===== config.mk =====
export PLATFORM = sky130hd
export DESIGN_NAME = echo_presence_hysteresis_detector
export DESIGN_NICKNAME = d
export VERILOG_FILES = /design/src/design/ephd_pkg.sv /design/src/design/echo_presence_hysteresis_detector.sv
export SDC_FILE = /design/constraint.sdc
export NUM_CORES = 1
export LEC_CHECK = 0
export BUFFER_PORTS_ARGS = -buffer_cell sky130_fd_sc_hd__buf_2
export CAP_MARGIN = 10
export CORE_ASPECT_RATIO = 0.75
export CORE_MARGIN = 2
export CORE_UTILIZATION = 55
export CTS_BUF_LIST = sky130_fd_sc_hd__clkbuf_4
export DETAILED_ROUTE_END_ITERATION = 6
export GPL_TIMING_DRIVEN = 0
export PLACE_DENSITY = 0.86
export REMOVE_ABC_BUFFERS = 1
export SKIP_CTS_REPAIR_TIMING = 1
export SLEW_MARGIN = 20
export SYNTH_ARGS = -nofsm -noshare
export SYNTH_HDL_FRONTEND = slang
export SYNTH_SLANG_ARGS = --single-unit

===== constraint.sdc =====
create_clock -name clk_i -period 6.7 [get_ports clk_i]
set_clock_uncertainty 0.2 [all_clocks]
set_input_delay 1.005 -clock clk_i [delete_from_list [all_inputs] [get_ports clk_i]]
set_output_delay 1.005 -clock clk_i [all_outputs]
set_load 0.005 [all_outputs]

===== src/design/ephd_pkg.sv =====
// Shared widths, register indexes and constants of the echo presence detector.
package ephd_pkg;

  // Item field widths
  localparam int unsigned TimeW   = 32;
  localparam int unsigned EchoW   = 16;
  localparam int unsigned DistW   = 17;
  localparam int unsigned CountW  = 8;
  localparam int unsigned IntvW   = 16;
  localparam int unsigned CfgIdxW = 2;
  localparam int unsigned CfgDatW = 17;

  // Packed stream widths, padded to whole bytes
  localparam int unsigned InDataW  = 48;
  localparam int unsigned OutDataW = 24;

  // Configuration reset values
  localparam logic [DistW-1:0]  DetectRst   = 17'd2000;
  localparam logic [DistW-1:0]  ReleaseRst  = 17'd3000;
  localparam logic [CountW-1:0] ConfirmRst  = 8'd3;
  localparam logic [IntvW-1:0]  IntervalRst = 16'd200;

  // Distance conversion: floor(echo * 1715 / 1000) = floor(((echo * 343) >> 3) / 25).
  // The divide by 25 is a multiply by ceil(2^27 / 25) and a shift by 27,
  // exact for all dividends below 2^22.
  localparam int unsigned     ScaledW   = 25;
  localparam int unsigned     QuotInW   = 22;
  localparam int unsigned     RecipW    = 23;
  localparam int unsigned     RecipSh   = 27;
  localparam logic [ScaledW-1:0] SpeedMul = 25'd343;
  localparam logic [RecipW-1:0]  Recip25  = 23'd5368710;

  // Configuration register indexes
  typedef enum logic [CfgIdxW-1:0] {
    RegDetect   = 2'd0,
    RegRelease  = 2'd1,
    RegConfirm  = 2'd2,
    RegInterval = 2'd3
  } cfg_reg_e;

endpackage


===== src/design/echo_presence_hysteresis_detector.sv =====
// Echo presence detector: interval gate, echo-to-distance conversion, debounced presence.
//
// Throughput: one item per cycle unless the result side stalls; stage 1 scales the echo,
//   stage 2 is the reciprocal multiply for the divide, stage 3 updates state into the
//   result register.
// Reset: asynchronous, active low; clears the pipeline, the detector state and
//   returns the configuration registers to their default values.
module echo_presence_hysteresis_detector (
  input  logic                          clk_i,
  input  logic                          rst_ni,
  // Configuration write port
  input  logic                          cfg_we_i,
  input  logic [ephd_pkg::CfgIdxW-1:0]  cfg_addr_i,
  input  logic [ephd_pkg::CfgDatW-1:0]  cfg_wdata_i,
  // Input stream
  input  logic                          s_axis_tvalid,
  output logic                          s_axis_tready,
  input  logic [ephd_pkg::InDataW-1:0]  s_axis_tdata,   // time_ms[31:0], echo_us[47:32]
  // Result stream
  output logic                          m_axis_tvalid,
  input  logic                          m_axis_tready,
  output logic [ephd_pkg::OutDataW-1:0] m_axis_tdata    // sampled[0], present[1],
                                                        // distance[18:2], changed[19]
);
  import ephd_pkg::*;

  // Configuration registers
  logic [DistW-1:0]  detect_q, release_q;
  logic [CountW-1:0] confirm_q;
  logic [IntvW-1:0]  interval_q;

  // Pipeline registers
  logic               s1_v_q, s2_v_q, out_v_q;
  logic [TimeW-1:0]   s1_time_q, s2_time_q;
  logic               s1_echo_ok_q, s2_echo_ok_q;
  logic [QuotInW-1:0] s1_quot_in_q;
  logic [DistW-1:0]   s2_dist_q;

  // Detector state
  logic [TimeW-1:0]  last_time_q, last_time_d;
  logic [DistW-1:0]  kept_dist_q, kept_dist_d;
  logic [CountW-1:0] near_cnt_q, near_cnt_d;
  logic [CountW-1:0] far_cnt_q, far_cnt_d;
  logic              present_q, present_d;

  // Result register
  logic out_sampled_q, out_changed_q;
  logic sampled_d, changed_d;

  // Combinational intermediates
  logic                     out_free, s2_move, s1_move, in_acc;
  logic [TimeW-1:0]         in_time;
  logic [EchoW-1:0]         in_echo;
  logic [ScaledW-1:0]       scaled;
  logic [QuotInW+RecipW-1:0] quot_prod;
  logic [TimeW-1:0]         elapsed;
  logic                     is_near, is_far;

  // Handshake: a stage moves when the one after it is empty or moving
  assign out_free      = !out_v_q || m_axis_tready;
  assign s2_move       = s2_v_q && out_free;
  assign s1_move       = s1_v_q && (!s2_v_q || out_free);
  assign s_axis_tready = !s1_v_q || !s2_v_q || out_free;
  assign in_acc        = s_axis_tvalid && s_axis_tready;

  assign in_time = s_axis_tdata[TimeW-1:0];
  assign in_echo = s_axis_tdata[TimeW +: EchoW];

  // Stage 1 math: echo * 343, then drop three bits (the factor 8 of 200)
  assign scaled = {{(ScaledW-EchoW){1'b0}}, in_echo} * SpeedMul;

  // Stage 2 math: divide by 25 through the reciprocal
  assign quot_prod = {{RecipW{1'b0}}, s1_quot_in_q} * {{QuotInW{1'b0}}, Recip25};

  // Stage 3: interval gate, hysteresis and debounce
  assign elapsed = s2_time_q - last_time_q;
  assign is_near = s2_echo_ok_q && (s2_dist_q < detect_q);
  assign is_far  = !s2_echo_ok_q || (s2_dist_q > release_q);

  always_comb begin
    last_time_d = last_time_q;
    kept_dist_d = kept_dist_q;
    near_cnt_d  = near_cnt_q;
    far_cnt_d   = far_cnt_q;
    present_d   = present_q;
    sampled_d   = 1'b0;
    changed_d   = 1'b0;
    if (elapsed >= {{(TimeW-IntvW){1'b0}}, interval_q}) begin
      sampled_d   = 1'b1;
      last_time_d = s2_time_q;
      if (s2_echo_ok_q) begin
        kept_dist_d = s2_dist_q;
      end
      if (is_near) begin
        if (near_cnt_q < confirm_q) begin
          near_cnt_d = near_cnt_q + 8'd1;
        end
        far_cnt_d = '0;
      end else if (is_far) begin
        if (far_cnt_q < confirm_q) begin
          far_cnt_d = far_cnt_q + 8'd1;
        end
        near_cnt_d = '0;
      end
      if (!present_q && (near_cnt_d >= confirm_q)) begin
        present_d = 1'b1;
        changed_d = 1'b1;
      end else if (present_q && (far_cnt_d >= confirm_q)) begin
        present_d = 1'b0;
        changed_d = 1'b1;
      end
    end
  end

  // Configuration writes
  always_ff @(posedge clk_i or negedge rst_ni) begin
    if (!rst_ni) begin
      detect_q   <= DetectRst;
      release_q  <= ReleaseRst;
      confirm_q  <= ConfirmRst;
      interval_q <= IntervalRst;
    end else if (cfg_we_i) begin
      unique case (cfg_reg_e'(cfg_addr_i))
        RegDetect:   detect_q   <= cfg_wdata_i[DistW-1:0];
        RegRelease:  release_q  <= cfg_wdata_i[DistW-1:0];
        RegConfirm:  confirm_q  <= cfg_wdata_i[CountW-1:0];
        RegInterval: interval_q <= cfg_wdata_i[IntvW-1:0];
        default:     ;
      endcase
    end
  end

  // Pipeline valid bits and detector state
  always_ff @(posedge clk_i or negedge rst_ni) begin
    if (!rst_ni) begin
      s1_v_q      <= 1'b0;
      s2_v_q      <= 1'b0;
      out_v_q     <= 1'b0;
      last_time_q <= '0;
      kept_dist_q <= '0;
      near_cnt_q  <= '0;
      far_cnt_q   <= '0;
      present_q   <= 1'b0;
    end else begin
      if (in_acc) begin
        s1_v_q <= 1'b1;
      end else if (s1_move) begin
        s1_v_q <= 1'b0;
      end
      if (s1_move) begin
        s2_v_q <= 1'b1;
      end else if (s2_move) begin
        s2_v_q <= 1'b0;
      end
      if (s2_move) begin
        out_v_q     <= 1'b1;
        last_time_q <= last_time_d;
        kept_dist_q <= kept_dist_d;
        near_cnt_q  <= near_cnt_d;
        far_cnt_q   <= far_cnt_d;
        present_q   <= present_d;
      end else if (m_axis_tready) begin
        out_v_q <= 1'b0;
      end
    end
  end

  // Payload registers
  always_ff @(posedge clk_i) begin
    if (in_acc) begin
      s1_time_q    <= in_time;
      s1_echo_ok_q <= (in_echo != '0);
      s1_quot_in_q <= scaled[ScaledW-1:3];
    end
    if (s1_move) begin
      s2_time_q    <= s1_time_q;
      s2_echo_ok_q <= s1_echo_ok_q;
      s2_dist_q    <= quot_prod[RecipSh +: DistW];
    end
    if (s2_move) begin
      out_sampled_q <= sampled_d;
      out_changed_q <= changed_d;
    end
  end

  assign m_axis_tvalid = out_v_q;
  assign m_axis_tdata  = {{(OutDataW-DistW-3){1'b0}}, out_changed_q, kept_dist_q,
                          present_q, out_sampled_q};

endmodule


After elaboration in Yosys (flattened, before gate mapping):

Cells that the tools add are included.

* flip-flop bits (word level): 234
* input port bits: 72
* output and inout port bits: 26
* logic and storage cells: 83

* add/sub/neg operators: 3
* $mul: 2
* $lt $le $gt $ge: 7
* equality and inequality tests: 3
* muxes and demuxes: 19
* reduce and logical (&&, ||, !) cells: 29

Operators with widths (number)
* $mux W8: 8
* $mul A22 B22 Y43 const B: 1
* $ge A32 B16 Y1: 1
* $sub A32 B32 Y32: 1
* $mul A16 B9 Y25 const B: 1
* $gt A17 B17 Y1: 1
* $lt A17 B17 Y1: 1
* $add A8 B1 Y8 const B: 2
* $ge A8 B8 Y1: 2
* $lt A8 B8 Y1: 2
* $reduce_bool A16 Y1: 1
* $mux W1: 11
* $reduce_and A2 Y1: 5
* $reduce_bool A2 Y1: 4
* $logic_and A1 B1 Y1: 6
* $reduce_and A3 Y1: 2
* $logic_not A1 Y1: 5
* $logic_or A1 B1 Y1: 5
* $eq A2 B2 Y1 const B: 2
* $eq A2 B1 Y1 const B: 1
* $logic_not A2 Y1: 1

Logic depth before layout (Yosys ltp):

* depth after elaboration: 9
* gate-level depth with buffers: 25
* gate-level depth less buffers: 25

Least setup slack after synthesis:

No wires, ideal clock.

* kind: reg-to-reg
* from: reg s1_quot_in_q[10]
* to: reg s2_dist_q[16] (data pin)
* setup time: 0.260 ns
* arrival time: 6.250 ns
* data required time: 6.240 ns
* path slack: -0.010 ns
* cell stages (with the launch flop): 23
* buffers on the path: 0
* clock period less this slack: 6.710 ns
* cell sequence: edfxtp_1 > ha_1 > inv_1 > fa_1 > fa_1 > inv_1 > fa_1 > fa_1 > fa_1 > inv_1 > fa_1 > inv_1 > ha_1 > nand4_1 > a211o_1 > o21ba_2 > o31a_1 > o21ai_0 > a21o_1 > o21ai_0 > a21oi_1 > a21oi_1 > xnor2_1

* word-level cells in the longest chain between the ends: 1

RTL lines
* from (decl): RTL line echo_presence_hysteresis_detector.sv:36 `logic [QuotInW-1:0] s1_quot_in_q;`
* from (signal assigned): RTL line echo_presence_hysteresis_detector.sv:173 `s1_quot_in_q <= scaled[ScaledW-1:3];`
* $mul A22 B22 Y43: RTL line echo_presence_hysteresis_detector.sv:73 `assign quot_prod = {{RecipW{1'b0}}, s1_quot_in_q} * {{QuotInW{1'b0}}, Recip25};`
* net quot_prod[43]: RTL line echo_presence_hysteresis_detector.sv:55 `logic [QuotInW+RecipW-1:0] quot_prod;`
* to (signal assigned): RTL line echo_presence_hysteresis_detector.sv:178 `s2_dist_q <= quot_prod[RecipSh +: DistW];`
* to (decl): RTL line echo_presence_hysteresis_detector.sv:37 `logic [DistW-1:0] s2_dist_q;`

The timed path passes the listed nets, and every way through them passes these cells.
A chain may end at the register's enable or synchronous reset.

Worst setup path after layout:

* from: reg s1_quot_in_q[20]
* to: reg s2_dist_q[14] (data pin)

Same word-level chain as after synthesis.

==> results.txt <==
----------------------------------------------------
[Outcome]
  Status ... finished, violations left
  Violated checks ... setup timing

[STA]
  Final critical-path required period ... around 7.0 ns
  Final worst slack ... -0.256 ns
  Total Neg Setup Slack ... -0.778 ns
  Final Hold Violating Endpoints ... 0
  Share of the cycle needed by the critical path after routing ... 104%
  Worst Hold Margin ... 0.174 ns
  Actual slew at the worst max-slew pin ... 1.12 ns
  Final max-slew violation count ... 0
  Headroom to the max-slew limit ... about a quarter
  Maximum frequency from static timing analysis ... 144 MHz
  RSZ-0062 raised after global routing ... true
  Total setup violations reported at the end of the flow ... 5

[Clock network]
  Level count of the clock H-tree ... 2
  Worst-Skew Late Latency ... about 0.81 ns
  Clock tree from TritonCTS ... done
  Clock-pin slew reported for the worst setup and hold paths after clock tree synthesis ... 0.07 ns
  Clock sinks ... 234
  Clock Path Buffers ... 3
  Cell chosen for the clock root ... clkbuf_4
  Number of CTS-inserted buffers ... 58

[Synthesis]
  Cell type contributing the most total cell area after synthesis ... ha_1
  Warnings from Yosys ... 0
  Adder and majority cell fraction of the synthesized area ... around two fifths
  Share of the yosys chip area belonging to registers ... 26.9%
  Main combinational cell family by area after synthesis ... adder cells
  Seq cells post-synth ... about 230
  Most used flip-flop cell after synthesis ... dfrtp_1
  Number of different library cells in the post-synthesis netlist ... 96
  Share of the synthesized area in compound gates (AO/OA/AOI/OAI) ... 9.03%
  Number of enable-type register cells in the synthesized netlist ... ~110
  Post-synthesis share of cell area spent on and, or, nand and nor gates ... 6.54%
  Combined area of all synthesized cells ... 23,800 um2
  Synthesized-area fraction occupied by xor and xnor cells ... 2.24%
  Multiplexer fraction of the synthesized cell area ... 4.91%
  Avg Synthesized Cell Area ... 10.9 um2
  Area share of the largest cell type after synthesis ... 22.2%
  Synthesized netlist cell count ... 2,186
  Async set-reset flop share out of synthesis ... 54.3%
  Area contributors post-synth ... ha_1 22%, fa_1 19%, edfxtp_1 13%, dfrtp_1 11%, inv_1 7.8%

[Route]
  Number of vias per cell ... 5.55
  DRC ... 0
  Pre-antenna DRT Iters ... 6
  Routed wire per std cell ... roughly 19 um
  Number of DRC violations after detailed-routing iteration 0 ... approximately 1,100
  Number of vias after detailed routing ... 16,900
  Total length of routed wires ... 57,400 um
  Remaining antenna violation count ... 0

[GRT]
  Vias in the first global route ... 17,300
  Pin count of the biggest net entering global routing ... between 90 and 100
  Global-route usage over all layers ... 23.9%
  Total grt overflow ... 0
  Wire length of the first global-routing pass ... between 80,000 and 90,000 um
  Number of antenna violations at the first check in global routing ... 2

[Placement]
  HPWL Detailed ... 43,000 um
  Final Wtd Congestion ... 0.943
  Placement-stage cell area ... 24,900 um2
  Number of buffers added on ports ... 93

[Floorplan]
  Die span in y ... roughly 180 um
  Starting density of the core ... a little under three fifths
  Area of the die ... 45,000 um2
  Std-Cell Rows ... 66
  Total core area ... 43,000 um2
  Die Width ... 244 um
  Number of primary I/O pins ... 98

[Cells and area]
  Post-Layout Inst Area ... 26,700 um2
  Final core occ ... between 60% and 70%
  Fraction of final layout cells sized beyond drive strength 1 ... 20.5%
  Fillers ... 3,236
  Storage element area ... 6410 um2
  Area growth from synthesis to layout ... 12.2%
  Layout Nets ... approximately 3,100
  Combined area of the multi-input logic cells ... 15,600 um2

[Critical path]
  Highest net fanout along the worst path ... 7
  Critical Path Sink Type ... flip-flop
  Required time of the worst setup path ... roughly 7.0 ns
  Setup crit start kind ... flip-flop
  Critical path type ... flip-flop to flip-flop
  Crit path DAT ... 7.24 ns

[Job]
  Max Cap Viol ... 0

[Min path]
  Type of the tightest min-delay check ... primary input to flip-flop

----------------------------------------------------
[critical path: stages, from the launching register on]
cell and delay, ns:
edfxtp_1 0.53, buf_4 0.22, ha_1 0.34, fa_1 0.51, inv_1 0.09, fa_1 0.52
fa_1 0.60, inv_1 0.07, fa_1 0.60, fa_1 0.49, ha_4 0.28, ha_4 0.26
a22o_1 0.19, nor4_2 0.17, o221ai_2 0.13, o21ba_4 0.25, o31a_1 0.29, o21ai_2 0.10
a21o_1 0.24, o21ai_2 0.23, nand2b_1 0.14, a21oi_2 0.17, xnor2_1 0.08
[cell families (layout without fill, tap and decap cells)]
logic type,after synthesis,count (layout)
and+or+nand+nor,296,296
buffers and inverters,528,801
DFF,234,234
adders and majority gates,653,653
xor gates and xnor gates,61,61
AOI/OAI and AO/OA,312,312
other,1,5
muxes,101,101
[flip-flops by register name, indices dropped and copies added (netlist names), 8 cells and up]
| register | count |
|---|---|
| confirm_q | 8 |
| detect_q | 17 |
| far_cnt_q | 8 |
| interval_q | 16 |
| kept_dist_q | 17 |
| last_time_q | 32 |
| near_cnt_q | 8 |
| release_q | 17 |
| s1_quot_in_q | 22 |
| s1_time_q | 32 |
| s2_dist_q | 17 |
| s2_time_q | 32 |
[cell usage after synthesis, types with 8 or more instances]
library cell	number
inv_1	496
ha_1	422
fa_1	231
dfrtp_1	109
edfxtp_1	107
mux2_2	86
a21oi_1	80
nand2_1	79
nor2_1	63
o21ai_0	61
xnor2_1	37
a21o_1	33
xor2_1	24
nand2b_1	20
nand3_1	19
dfstp_2	18
nand4_1	18
nor3_1	18
o21a_1	18
nor2b_1	16
buf_4	13
a211oi_1	12
o21ai_1	12
and3_1	10
mux2_4	10
clkbuf_1	9
a31oi_1	8
o211ai_1	8
o31ai_1	8
[final cells by class]
type | instances | area share [%]
Multi-Input combinational cell | 1427 | 58.4
Sequential cell | 234 | 24.0
Inverter | 496 | 6.96
Timing Repair Buffer | 195 | 5.02
Tap cell | 578 | 2.70
Clock buffer | 89 | 2.50
Clock inverter | 21 | 0.398
Antenna cell | 1 | 0.00936
[stage by stage]
step / instances / worst slack [ns]
2_1_floorplan: 2157 / -0.0103
3_5_place_dp: 2833 / -0.764
4_1_cts: 2943 / -0.777
5_1_grt: 3041 / -0.379
3_3_place_gp: 2828 / -0.685
6_report: 3041 / -0.256
[cell usage in the layout, fill, tap and decap left out, types with 33 or more instances in the layout]
master    Yosys  final
nand2_1      79     79
clkbuf_4      0     89
ha_1        422    404
buf_2         3     92
o21ai_0      61     59
mux2_2       86     86
a21oi_1      80     70
fa_1        231    226
a21o_1       33     33
edfxtp_1    107    107
dfrtp_1     109    109
inv_1       496    485
xnor2_1      37     37
buf_4        13     90
nor2_1       63     63
[per-layer routing]
| metal | up-vias | GRT usage, % | routed length (um) |
|---|---|---|---|
| li1 | 7802 | - | - |
| met1 | 8344 | 30.8 | 23300 |
| met2 | 580 | 40.5 | 28000 |
| met3 | 148 | 4.85 | 3780 |
| met4 | 0 | 7.68 | 2270 |
| met5 | - | 0 | 0 |
[worst paths after layout]
| path | startpoint | to | slack (ns) | cells after the start |
|---|---|---|---|---|
| hold reg to reg | s1_time_q[29] | s2_time_q[29] | 0.21 | 0 |
| max in group asynchronous | rst_ni | detect_q[9] | 4.99 | 3 |
| min in group asynchronous | rst_ni | last_time_q[5] | 0.45 | 2 |
| setup reg to reg | s1_quot_in_q[20] | s2_dist_q[14] | -0.26 | 22 |
| hold / removal | s_axis_tdata[9] | s1_time_q[9] | 0.17 | 1 |
| setup / recovery | s1_quot_in_q[20] | s2_dist_q[14] | -0.26 | 22 |
Power is not shown: default switching activity piles up to over one toggle a cycle in this logic, so the estimate is an artifact.
